## src/rtl/b64se_pkg.sv

```systemverilog
`default_nettype none

package b64se_pkg;

    localparam int QUEUE_DEPTH = 2;
    localparam int QUEUE_AW    = (QUEUE_DEPTH > 1) ? $clog2(QUEUE_DEPTH) : 1;
    localparam int QUEUE_CW    = $clog2(QUEUE_DEPTH + 1);

    localparam logic [7:0] PAD_CHAR = 8'h3D;

    localparam logic [1:0] SLOT_FIRST  = 2'd0;
    localparam logic [1:0] SLOT_SECOND = 2'd1;
    localparam logic [1:0] SLOT_THIRD  = 2'd2;
    localparam logic [1:0] SLOT_FOURTH = 2'd3;

    typedef struct packed {
        logic [7:0] data_byte;
        logic       end_of_message;
    } t_in;

    typedef struct packed {
        logic [7:0] ascii_char;
        logic       final_char;
    } t_out;

    typedef struct packed {
        logic [5:0] sym_a;
        logic [5:0] sym_b;
        logic [1:0] last_slot;
        logic       eom;
    } t_req;

    typedef struct packed {
        logic full;
        logic empty;
    } t_qstat;

    typedef enum logic [2:0] {
        PH_FIRST  = 3'b001,
        PH_SECOND = 3'b010,
        PH_THIRD  = 3'b100
    } t_phase;

    function automatic logic [7:0] sym_to_ascii(input logic [5:0] v);
        logic [7:0] w;
        logic [7:0] c;
        begin
            w = {2'b00, v};
            if (v < 6'd26) begin
                c = 8'h41 + w;
            end else if (v < 6'd52) begin
                c = 8'h61 + w - 8'd26;
            end else if (v < 6'd62) begin
                c = 8'h30 + w - 8'd52;
            end else if (v == 6'd62) begin
                c = 8'h2B;
            end else begin
                c = 8'h2F;
            end
            return c;
        end
    endfunction

endpackage

`default_nettype wire

```

## src/rtl/b64se_front.sv

```systemverilog
`default_nettype none

module b64se_front (
    input  wire                 i_clk,
    input  wire                 i_rst_n,
    input  wire                 i_valid,
    output logic                o_ready,
    input  b64se_pkg::t_in      i_data,
    input  b64se_pkg::t_qstat   i_qstat,
    output logic                o_push,
    output b64se_pkg::t_req     o_req
);

    b64se_pkg::t_phase r_phase, n_phase;
    logic [3:0]        r_left, n_left;
    logic [7:0]        b;
    logic              eom;

    assign b       = i_data.data_byte;
    assign eom     = i_data.end_of_message;
    assign o_ready = !i_qstat.full;
    assign o_push  = i_valid && !i_qstat.full;

    always_comb begin
        o_req.eom = eom;
        n_phase   = r_phase;
        n_left    = r_left;
        case (r_phase)
            b64se_pkg::PH_SECOND: begin
                o_req.sym_a     = {r_left[1:0], b[7:4]};
                o_req.sym_b     = {b[3:0], 2'b00};
                o_req.last_slot = eom ? b64se_pkg::SLOT_THIRD : b64se_pkg::SLOT_FIRST;
                n_left          = b[3:0];
                n_phase         = b64se_pkg::PH_THIRD;
            end
            b64se_pkg::PH_THIRD: begin
                o_req.sym_a     = {r_left, b[7:6]};
                o_req.sym_b     = b[5:0];
                o_req.last_slot = b64se_pkg::SLOT_SECOND;
                n_left          = 4'd0;
                n_phase         = b64se_pkg::PH_FIRST;
            end
            default: begin
                o_req.sym_a     = b[7:2];
                o_req.sym_b     = {b[1:0], 4'b0000};
                o_req.last_slot = eom ? b64se_pkg::SLOT_FOURTH : b64se_pkg::SLOT_FIRST;
                n_left          = {2'b00, b[1:0]};
                n_phase         = b64se_pkg::PH_SECOND;
            end
        endcase
        if (eom) begin
            n_left  = 4'd0;
            n_phase = b64se_pkg::PH_FIRST;
        end
    end

    always_ff @(posedge i_clk) begin
        if (!i_rst_n) begin
            r_phase <= b64se_pkg::PH_FIRST;
            r_left  <= 4'd0;
        end else if (o_push) begin
            r_phase <= n_phase;
            r_left  <= n_left;
        end
    end

endmodule

`default_nettype wire

```

## src/rtl/b64se_queue.sv

```systemverilog
`default_nettype none

module b64se_queue (
    input  wire                 i_clk,
    input  wire                 i_rst_n,
    input  wire                 i_push,
    input  b64se_pkg::t_req     i_req,
    input  wire                 i_pop,
    output b64se_pkg::t_req     o_req,
    output b64se_pkg::t_qstat   o_qstat
);

    localparam logic [b64se_pkg::QUEUE_AW-1:0] LAST_PTR =
        b64se_pkg::QUEUE_AW'(b64se_pkg::QUEUE_DEPTH - 1);
    localparam logic [b64se_pkg::QUEUE_CW-1:0] FULL_CNT =
        b64se_pkg::QUEUE_CW'(b64se_pkg::QUEUE_DEPTH);

    b64se_pkg::t_req                 r_mem [b64se_pkg::QUEUE_DEPTH];
    logic [b64se_pkg::QUEUE_AW-1:0]  r_wptr, r_rptr;
    logic [b64se_pkg::QUEUE_CW-1:0]  r_cnt;
    logic                            wr, rd;

    assign o_qstat.full  = (r_cnt == FULL_CNT);
    assign o_qstat.empty = (r_cnt == '0);
    assign wr            = i_push && !o_qstat.full;
    assign rd            = i_pop && !o_qstat.empty;
    assign o_req         = r_mem[r_rptr];

    always_ff @(posedge i_clk) begin
        if (wr) begin
            r_mem[r_wptr] <= i_req;
        end
    end

    always_ff @(posedge i_clk) begin
        if (!i_rst_n) begin
            r_wptr <= '0;
            r_rptr <= '0;
            r_cnt  <= '0;
        end else begin
            if (wr) begin
                r_wptr <= (r_wptr == LAST_PTR) ? '0 : r_wptr + 1'b1;
            end
            if (rd) begin
                r_rptr <= (r_rptr == LAST_PTR) ? '0 : r_rptr + 1'b1;
            end
            case ({wr, rd})
                2'b10:   r_cnt <= r_cnt + 1'b1;
                2'b01:   r_cnt <= r_cnt - 1'b1;
                default: r_cnt <= r_cnt;
            endcase
        end
    end

endmodule

`default_nettype wire

```

## src/rtl/b64se_back.sv

```systemverilog
`default_nettype none

module b64se_back (
    input  wire                 i_clk,
    input  wire                 i_rst_n,
    input  b64se_pkg::t_req     i_req,
    input  b64se_pkg::t_qstat   i_qstat,
    output logic                o_pop,
    output logic                o_valid,
    input  wire                 i_ready,
    output b64se_pkg::t_out     o_data
);

    logic [1:0]           r_slot;
    logic                 r_valid;
    b64se_pkg::t_out      r_out, n_out;
    logic                 load;
    logic                 at_end;

    assign load    = !i_qstat.empty && (!r_valid || i_ready);
    assign at_end  = (r_slot == i_req.last_slot);
    assign o_pop   = load && at_end;
    assign o_valid = r_valid;
    assign o_data  = r_out;

    always_comb begin
        case (r_slot)
            b64se_pkg::SLOT_FIRST:  n_out.ascii_char = b64se_pkg::sym_to_ascii(i_req.sym_a);
            b64se_pkg::SLOT_SECOND: n_out.ascii_char = b64se_pkg::sym_to_ascii(i_req.sym_b);
            default:                n_out.ascii_char = b64se_pkg::PAD_CHAR;
        endcase
        n_out.final_char = at_end && i_req.eom;
    end

    always_ff @(posedge i_clk) begin
        if (load) begin
            r_out <= n_out;
        end
    end

    always_ff @(posedge i_clk) begin
        if (!i_rst_n) begin
            r_valid <= 1'b0;
            r_slot  <= b64se_pkg::SLOT_FIRST;
        end else begin
            if (load) begin
                r_valid <= 1'b1;
                r_slot  <= at_end ? b64se_pkg::SLOT_FIRST : r_slot + 1'b1;
            end else if (i_ready) begin
                r_valid <= 1'b0;
            end
        end
    end

endmodule

`default_nettype wire

```

## src/rtl/base64_stream_encoder_unit.sv

```systemverilog
// Channel  Valid    Ready    Payload   Moves
// -------  -------  -------  --------  ---------------------------------------
// in       i_valid  o_ready  i_data    one message byte and its end flag
// out      o_valid  i_ready  o_data    one Base64 character and its final flag
//
// Each byte request is classified in the cycle it is accepted and queued as
// one to four characters; unless i_ready holds it back, the output stage sends
// one character per cycle, about 1.33 characters per byte on a long message.
// Input takes a byte every cycle until the two-entry queue is full.
// Reset is synchronous; it empties the queue and starts a new group.
// Each side stalls alone: the output register holds under back-pressure.
`default_nettype none

module base64_stream_encoder_unit (
    input  wire                 i_clk,
    input  wire                 i_rst_n,
    input  wire                 i_valid,
    output logic                o_ready,
    input  b64se_pkg::t_in      i_data,
    output logic                o_valid,
    input  wire                 i_ready,
    output b64se_pkg::t_out     o_data
);

    b64se_pkg::t_qstat qstat;
    b64se_pkg::t_req   push_req, head_req;
    logic              push, pop;

    b64se_front u_front (
        .i_clk   (i_clk),
        .i_rst_n (i_rst_n),
        .i_valid (i_valid),
        .o_ready (o_ready),
        .i_data  (i_data),
        .i_qstat (qstat),
        .o_push  (push),
        .o_req   (push_req)
    );

    b64se_queue u_queue (
        .i_clk   (i_clk),
        .i_rst_n (i_rst_n),
        .i_push  (push),
        .i_req   (push_req),
        .i_pop   (pop),
        .o_req   (head_req),
        .o_qstat (qstat)
    );

    b64se_back u_back (
        .i_clk   (i_clk),
        .i_rst_n (i_rst_n),
        .i_req   (head_req),
        .i_qstat (qstat),
        .o_pop   (pop),
        .o_valid (o_valid),
        .i_ready (i_ready),
        .o_data  (o_data)
    );

endmodule

`default_nettype wire

```

## config.mk

```make
export PLATFORM = sky130hd
export DESIGN_NAME = base64_stream_encoder_unit
export DESIGN_NICKNAME = d
export VERILOG_FILES = /design/src/rtl/b64se_pkg.sv /design/src/rtl/b64se_front.sv /design/src/rtl/b64se_queue.sv /design/src/rtl/b64se_back.sv /design/src/rtl/base64_stream_encoder_unit.sv
export SDC_FILE = /design/constraint.sdc
export NUM_CORES = 1
export LEC_CHECK = 0
export BUFFER_PORTS_ARGS = -buffer_cell sky130_fd_sc_hd__buf_4
export CAP_MARGIN = 40
export CORE_MARGIN = 10
export CORE_UTILIZATION = 45
export DETAILED_ROUTE_END_ITERATION = 10
export GPL_TIMING_DRIVEN = 1
export SYNTH_ARGS = -nofsm -noshare
export SYNTH_HDL_FRONTEND = slang
export SYNTH_HIERARCHICAL = 1
export SYNTH_SLANG_ARGS = --single-unit
```

## constraint.sdc

```tcl
create_clock -name i_clk -period 3.3 [get_ports i_clk]
set_clock_uncertainty 0.15 [all_clocks]
set_input_delay 0.495 -clock i_clk [delete_from_list [all_inputs] [get_ports i_clk]]
set_output_delay 0.495 -clock i_clk [all_outputs]
set_load 0.05 [all_outputs]
```

== Word-level counts from Yosys, hierarchy flattened ==
Memory sizes are Yosys's and may differ from the RTL's. A register that Yosys moved wholly into a read port is not among the register bits.
Cells that the tools add are included.

* Add/subtract/negate cells: 15
* Reduce and logical (&&, ||, !) cells: 14
* Magnitude comparators: 6
* Muxes and demuxes: 26
* Equality and inequality tests: 9

{| class="wikitable"
|+ Operators with widths
! operator !! number
|-
| 2-to-1 mux 8 bit || 6
|-
| adder 7 x 6 -> 8 bit (first input constant) || 4
|-
| case mux 14 bit (2 select lines) || 1
|-
| less-than comparator 6 bit (second input constant) || 4
|-
| case mux 8 bit (2 select lines) || 1
|-
| subtractor 8 x 5 -> 8 bit (second input constant) || 2
|-
| subtractor 8 x 6 -> 8 bit (second input constant) || 2
|-
| adder 6 x 6 -> 7 bit (first input constant) || 2
|-
| equality test 6 bit (second input constant) || 2
|-
| less-than comparator 6 x 5 -> 1 bit (second input constant) || 2
|-
| 2-to-1 mux 3 bit || 3
|-
| 2-to-1 mux 1 bit || 8
|-
| case mux 4 bit (2 select lines) || 1
|-
| logical AND 1 bit || 6
|-
| 2-to-1 mux 2 bit || 3
|-
| case mux 3 bit (2 select lines) || 1
|-
| adder 2 x 1 -> 2 bit (second input constant) || 2
|-
| equality test 2 x 1 -> 1 bit (second input constant) || 2
|-
| equality test 2 bit (second input constant) || 2
|-
| zero test 2 bit || 2
|-
| 2-to-1 mux 4 bit || 1
|-
| case mux 2 bit (2 select lines) || 1
|-
| nonzero test 2 bit || 2
|-
| equality test 3 x 2 -> 1 bit (second input constant) || 1
|-
| other kinds (6) || 9
|}

* Memory bits (writable): 30
* Input port bits: 13
* Memories: 1
* Bits in registers: 23

{| class="wikitable"
|+ Memories
! memory !! words !! width !! read ports !! clocked after Yosys merged registers in !! write ports !! line !! RTL
|-
| u_queue.r_mem || 2 || 15 || 1 || 1 || 1 || b64se_queue.sv:18 || <nowiki>b64se_pkg::t_req r_mem [b64se_pkg::QUEUE_DEPTH];</nowiki>
|}

== Logic depth before layout (Yosys ltp) ==
Gate-level depths: netlist (run 1).

* Depth in word-level cells: 7
* Gate-level depth with buffers: 11
* Depth with buffers taken out: 9

== By module ==
The synthesis (run 1) kept the hierarchy.

{| class="wikitable"
|+ Modules (own cells, without submodules)
! module !! area each (µm²) !! cells each !! times used
|-
| b64se_queue || 1,317.5 || 73 || 1
|-
| b64se_back || 1,278.7 || 161 || 1
|-
| b64se_front || 538.0 || 65 || 1
|}

== Worst setup path after synthesis (run 1) ==
Ideal clock, no wire load.

* Kind: flip-flop to flip-flop
* Start point: reg with a tool-made name
* End point: reg u_back.r_out (netlist bit u_back/o_data[3]) (data pin)
* Clock period less this slack: 2,611 ps
* Data required time: 2,970 ps
* Slack: 689 ps
* Cell stages (with the launch flop): 11
* Setup time: 180 ps
* Arrival time: 2,281 ps
* Path through: dfxtp_1 > clkbuf_1 > buf_4 > mux2_1 > inv_1 > ha_1 > and3b_4 > mux2_2 > a211oi_1 > o21ai_0 > o311ai_1

{| class="wikitable"
|+ RTL lines
! what !! line !! RTL
|-
| to (signal assigned) || b64se_back.sv:37 || <nowiki>r_out <= n_out;</nowiki>
|-
| to (decl) || b64se_back.sv:16 || <nowiki>b64se_pkg::t_out r_out, n_out;</nowiki>
|}

==> impl_metrics.env, run 1 <==
export IMPL_outcome="finished, final reports clean"
export IMPL_cp_arrival_ps=2780
export IMPL_synth_distinct_cells=61
export IMPL_yosys_top_cells_area="edfxtp_1 (37%), dfxtp_1 (9.6%), ha_1 (5.2%)"
export IMPL_htreeDepth=2
export IMPL_drv_cap=0
export IMPL_avgRoutedWirePerCell_um=15.11
export IMPL_rsz0062_at_grt="false"
export IMPL_firstDrtPassIters=4
export IMPL_ant_nets=0
export IMPL_cts_repair_resized=0
export IMPL_ys_seq_elements=54
export IMPL_dieWidth_um=103.5
export IMPL_ir_worst_vdd_uv=331.7
export IMPL_syn_inst=299
export IMPL_drc=0
export IMPL_grt_pass1_vias=2139
export IMPL_start_util=0.4613
export IMPL_fp_coreArea_mm2=0.006794
export IMPL_viasPerCell=5.399
export IMPL_synth_edf_count=39
export IMPL_area_delta_synth_final_pct=10.94
export IMPL_timing_final_crit_share=0.8723
export IMPL_die_area_mm2=0.01070
export IMPL_p_per_area_mw_per_mm2=791.4
export IMPL_row_count=30
export IMPL_path_max_fanout=11
export IMPL_p_leak_nw=1.340
export IMPL_syn_avg_cell_area_um2=10.48
export IMPL_cts_inserted_buffers=5
export IMPL_synth_main_ff_cell="edfxtp_1"
export IMPL_grt_max_degree=19
export IMPL_ys_seq_area_frac=0.4695
export IMPL_cts_root_buf="clkbuf_8"
export IMPL_gp_congestion=0.8857
export IMPL_fill_cells=626
export IMPL_cp_start_kind="flop"
export IMPL_clockBufferDepth=2
export IMPL_drive_above_1_share=0.1719
export IMPL_vias=2246
export IMPL_syn_nets=325
export IMPL_antenna_found_initial=0
export IMPL_postSynth_asyncResetShare=0
export IMPL_cts_tree="yes"
export IMPL_hold_viol=0
export IMPL_synth_area_mm2=0.003134
export IMPL_switching_power_mw=1.144
export IMPL_period_minus_slack_ps=2879
export IMPL_drt_initial_drc_count=70
export IMPL_netlist_area_leader_share=0.3737
export IMPL_finalWirelength_mm=6.284
export IMPL_overflow=0
export IMPL_hold_buffers=0
export IMPL_cts_sinks=54
export IMPL_setup_worst_path_class="reg2reg"
export IMPL_setup_tns_ps=0
export IMPL_crit_path_end_kind="flop"
export IMPL_dp_hpwl_mm=4.701
export IMPL_hold_path_class="in2reg"
export IMPL_ios=24
export IMPL_die_h_um=103.5
export IMPL_cts_setup_buffers=0
export IMPL_yosys_area_top_type="edfxtp_1"
export IMPL_grt_pass1_wl_mm=10.49
export IMPL_routed_top_layer="met4"
export IMPL_seq_power_share=0.370
export IMPL_clk_pin_slew_ps=110
export IMPL_clock_fmax_ghz=0.3474
export IMPL_final_area_mm2=0.003477
export IMPL_internal_power_mw=1.607
export IMPL_detailed_place_area_mm2=0.003366
export IMPL_synth_yosys_warnings=6
export IMPL_routed_wl_met2_mm=2.852
export IMPL_drv_slew=0
export IMPL_relSlewSlack=0.5428
export IMPL_setup_viol=0
export IMPL_antenna_cells=0
export IMPL_finalNetCount=345
export IMPL_met1_length_mm=3.038
export IMPL_swShare=0.4158
export IMPL_p_clk_frac=0.157
export IMPL_clock_latency_ps=310
export IMPL_wl_met3_um=298
export IMPL_pwr_share_comb=0.473
export IMPL_total_power_mw=2.752
export IMPL_port_buffers=23
export IMPL_grt_total_usage=0.1225
export IMPL_required_ps=3200
export IMPL_tightestPinTransition_ps=685.8
## power groups by stage
stage / logic (mW) / registers (mW) / clock network, mW
finish: 1.30 / 1.02 / 0.431
global route: 1.43 / 1.04 / 0.465
CTS: 1.31 / 1.02 / 0.447
detailed placement: 1.30 / 1.04 / 0
global placement: 1.29 / 1.04 / 0
floorplan: 0.786 / 1.24 / 0
## registers in the layout (all words and copies together), names as in the netlist, named ones only
name	cells
u_back/o_data	9
u_front/r_phase	3
u_front/r_left	4
u_queue/r_cnt	2
u_queue/r_mem	30
u_back/r_slot	2
u_back/o_valid	1
u_queue/r_wptr	1
u_queue/r_rptr	1
## worst max-delay path: stages, from the launching register on
cell	delay (ps)
dfxtp_1	610
buf_4	230
mux2_1	430
inv_1	90
ha_1	180
inv_1	50
a21oi_1	230
xor2_1	180
o211ai_1	100
a311o_1	360
## final cells by class
class,instances,area [um2],share of cell area
Clock buffer,6,93.84,0.02699
Tap cell,96,120.1,0.03454
Timing Repair Buffer,26,195.2,0.05614
Multi-Input combinational cell,212,1504,0.4325
Sequential cell,54,1471,0.4232
Inverter,20,75.07,0.02159
Clock inverter,2,17.52,0.005038
## kinds of logic after synthesis
family                   share of synthesized area
buffers and inverters                      0.05069
XOR/XNOR                                   0.02794
flip-flops                                  0.4695
AND/OR/NAND/NOR                             0.1733
AO/OA/AOI/OAI                               0.1661
multiplexers                               0.06068
adder cells (fa/ha/maj)                    0.05190
## cells in the final DEF, fill, tap and decap left out, types with 2 or more instances in the layout
cell,count
and2_1,5
clkbuf_8,5
xnor2_1,6
nand2b_1,6
a21boi_1,2
nand3_1,10
or3_1,3
a211o_1,2
nor2_1,19
inv_1,17
nand3b_1,2
dfxtp_1,15
nand2_1,21
xor2_1,4
nor3_1,7
a22o_1,11
inv_2,3
a21oi_1,16
a21o_1,9
or4b_1,2
edfxtp_1,39
nand4_1,4
mux2_1,4
ha_1,13
mux2_2,12
nor2b_1,4
buf_4,26
a31oi_1,3
o211ai_1,2
a211oi_1,3
o311ai_1,2
nor4b_1,2
o21ai_0,15
## path summary, 6_finish.rpt
kind                     startpoint                  end  slack, ps  cells past startpoint
setup reg to reg               flop     u_back/o_data[5]        420                      9
hold / removal            i_data[0]  u_queue/r_mem[1][0]        280                      1
setup / recovery               flop     u_back/o_data[5]        420                      9
hold reg to reg   u_front/r_left[1]    u_front/r_left[1]        330                      2
## synthesized netlist by cell type (2+ instances only)
cell	count
inv_2	3
o21ai_0	15
a31oi_1	3
edfxtp_1	39
nand3b_1	2
nand2_1	21
nand3_1	10
or4b_1	2
buf_4	5
or3_1	3
a211oi_1	3
buf_2	3
mux2_2	12
xor2_1	4
nor2_1	19
nor4b_1	2
ha_1	13
xnor2_1	6
and2_1	5
nand4_1	4
nor3_1	7
nor2b_1	4
a21o_1	9
o211ai_1	2
nand2b_1	6
o311ai_1	2
a21boi_1	2
dfxtp_1	15
a21oi_1	16
a22o_1	11
a211o_1	2
inv_1	17
mux2_1	4
## routing by layer
layer / vias to the layer above / global-route usage
met5: - / 0
met4: 0 / 0.03636
met3: 8 / 0.03322
met2: 54 / 0.2022
met1: 1042 / 0.1527
li1: 1142 / -
## per-stage QoR
stage / utilization / hold WS [ps] / worst slack, ps / instances
after floorplan: - / 286.6 / 689.4 / 299
after global placement: 0.4954 / 301.6 / 545.7 / 408
after detailed placement: 0.4954 / 306.3 / 484.1 / 408
after CTS: 0.5118 / 266.1 / 447.9 / 416
after global routing: 0.5118 / 275.4 / 252.6 / 416
final: 0.5118 / 275.3 / 421.3 / 416
Note: power is estimated with default switching activity, not from simulation.
==> run 2, diff against run 1 <==
CORE_MARGIN = unset   (was 10)
GPL_TIMING_DRIVEN = 0   (was 1)
MAX_ROUTING_LAYER = met4   (was unset)
==> run 2 against run 1 <==
  * Routed wire length shrank 3.0%
  * Count of clock-buffer cells in the layout is the same
  * Cell area grew 0.97%
  * Final cell count shrank 1.7%
  * First-iteration DRC count grew 23%
  * Clock power shrank 3%
  * Power grew 0.47%
  * Sequential power is essentially flat
  * Register-to-register slack lost 160 ps
  * Critical path type unchanged
  * Critical endpoint is now u_back/o_data[3]
  * Largest cell class unchanged
==> impl_metrics.env, run 2 (same netlist as run 1, synthesis figures left out) <==
export IMPL_ir_worst_vdd_uv=304.5
export IMPL_clockBufferDepth=2
export IMPL_grt_pass1_vias=2088
export IMPL_ant_nets=0
export IMPL_cts_tree="yes"
export IMPL_viasPerCell=5.665
export IMPL_endpoint="u_back/o_data[3]"
export IMPL_tightestPinTransition_ps=721.5
export IMPL_clk_pin_slew_ps=100
export IMPL_timing_final_crit_share=0.9212
export IMPL_cts_inserted_buffers=5
export IMPL_overflow=0
export IMPL_start_util=0.4639
export IMPL_grt_max_degree=18
export IMPL_cts_sinks=54
export IMPL_die_h_um=85.46
export IMPL_required_ps=3230
export IMPL_ios=24
export IMPL_firstDrtPassIters=4
export IMPL_hold_buffers=0
export IMPL_avgRoutedWirePerCell_um=14.91
export IMPL_top_register="u_queue/r_mem"
export IMPL_antenna_found_initial=0
export IMPL_cts_repair_resized=0
export IMPL_area_delta_synth_final_pct=12.02
export IMPL_clock_latency_ps=300
export IMPL_reg2reg_to="u_back/o_data[3]"
export IMPL_relSlewSlack=0.5190
export IMPL_use_met3=0.02918
export IMPL_crit_path_end_kind="flop"
export IMPL_cp_cell_sequence="buf_4 -> mux2_1 -> inv_1 -> ha_1 -> and3b_4 -> mux2_2 -> a211oi_1 -> o21ai_0 -> o311ai_1"
export IMPL_clock_fmax_ghz=0.3289
export IMPL_gp_congestion=0.8465
export IMPL_fp_coreArea_mm2=0.006756
export IMPL_outcome="finished, final reports clean"
export IMPL_cts_setup_buffers=0
export IMPL_drive_above_1_share=0.1915
export IMPL_drt_initial_drc_count=86
export IMPL_final_common_cell="edfxtp_1"
export IMPL_period_minus_slack_ps=3040
export IMPL_cp_slowest_cell="dfxtp_1"
export IMPL_reg2reg_depth=9
export IMPL_row_count=30
export IMPL_p_per_area_mw_per_mm2=787.5
export IMPL_cts_root_buf="clkbuf_8"
export IMPL_die_area_mm2=0.007303
export IMPL_finalWirelength_mm=6.097
export IMPL_grt_util_met1=0.2267
export IMPL_pre_cts_ws_ps=145.1
export IMPL_hold_viol=0
export IMPL_busiest_layer="met2"
export IMPL_drv_cap=0
export IMPL_setup_ws_ps=260.0
export IMPL_path_max_fanout=10
export IMPL_p_leak_nw=1.377
export IMPL_cp_arrival_ps=2970
export IMPL_htreeDepth=2
export IMPL_cp_start_kind="flop"
export IMPL_grt_pass1_wl_mm=9.915
export IMPL_total_power_mw=2.765
export IMPL_port_buffers=23
export IMPL_dieWidth_um=85.46
export IMPL_largest_register_ffs=30
export IMPL_finalNetCount=354
export IMPL_rrSetupSlack_ps=260
export IMPL_setup_tns_ps=0
export IMPL_setup_worst_path_class="reg2reg"
export IMPL_setup_viol=0
export IMPL_hold_path_class="in2reg"
export IMPL_rsz0062_at_grt="false"
export IMPL_antenna_cells=0
export IMPL_vias=2317
export IMPL_grt_met2_usage=0.2865
export IMPL_drc=0
export IMPL_grt_total_usage=0.1785
export IMPL_cpPeakStageDelay_ps=480
export IMPL_final_cell_mix="edfxtp_1 (39), buf_4 (28), nand2_1 (21)"
export IMPL_dp_hpwl_mm=4.498
export IMPL_drv_slew=0
export IMPL_final_util=0.5196
run 2: changes by cell type in the layout (fill, tap and decap cells not counted), sizes merged:
cell,before,now
buf,26,33
clkinv,0,1
clkbuf,6,8
inv,22,21
run 2: worst min-delay path by stage:
| stage | end | slack, ps | from | cells past startpoint |
|---|---|---|---|---|
| after floorplan | u_front/r_left[2] | 290 | u_front/r_left[2] | 2 |
| after global placement | u_front/r_left[3] | 300 | u_front/r_left[3] | 2 |
| after detailed placement | u_front/r_left[3] | 300 | u_front/r_left[3] | 2 |
| after CTS | u_front/r_phase[0] | 270 | i_rst_n | 2 |
| after global routing | u_front/r_phase[0] | 270 | i_rst_n | 2 |
| final | u_front/r_phase[0] | 280 | i_rst_n | 2 |
run 2: report_power, final:
group / switching, mW / total [mW] / internal, mW / leakage (nW)
clock: 0.219 / 0.416 / 0.197 / 0.0567
combinational: 0.856 / 1.34 / 0.479 / 0.830
sequential: 0.0674 / 1.01 / 0.946 / 0.491
run 2: cell type report:
type	count	area [um2]
flip-flops and latches	54	1471
repair buffers	23	172.7
well taps	80	100.1
clock inverters	2	13.76
plain buffers	12	80.08
clock buffers	6	93.84
multi-input cells	212	1504
fillers	631	3246
inverters	20	75.07
run 2: stage by stage:
| step | hold slack, ps | std cells | area (um2) |
|---|---|---|---|
| final | 282.1 | 409 | 3511 |
| after global routing | 274.2 | 409 | 3511 |
| after CTS | 271.2 | 410 | 3515 |
| after detailed placement | 303.5 | 402 | 3407 |
| after global placement | 300.3 | 402 | 3407 |
| after floorplan | 286.6 | 299 | 3134 |
run 2: per-layer routing:
metal,wire length [um],part of all wire,up-vias
li1,-,-,1165
met1,2859,0.47,1089
met2,2892,0.47,52
met3,214,0.035,11
met4,130,0.021,0
met5,0,0,-
run 2: critical path, delay by kind of cell, from the launching register on:
family | cells | cell delay (ps)
AOI/OAI and AO/OA | 3 | 540
buffers and inverters | 2 | 380
and+or+nand+nor | 1 | 340
adders and majority gates | 1 | 280
DFF | 1 | 480
muxes | 2 | 650
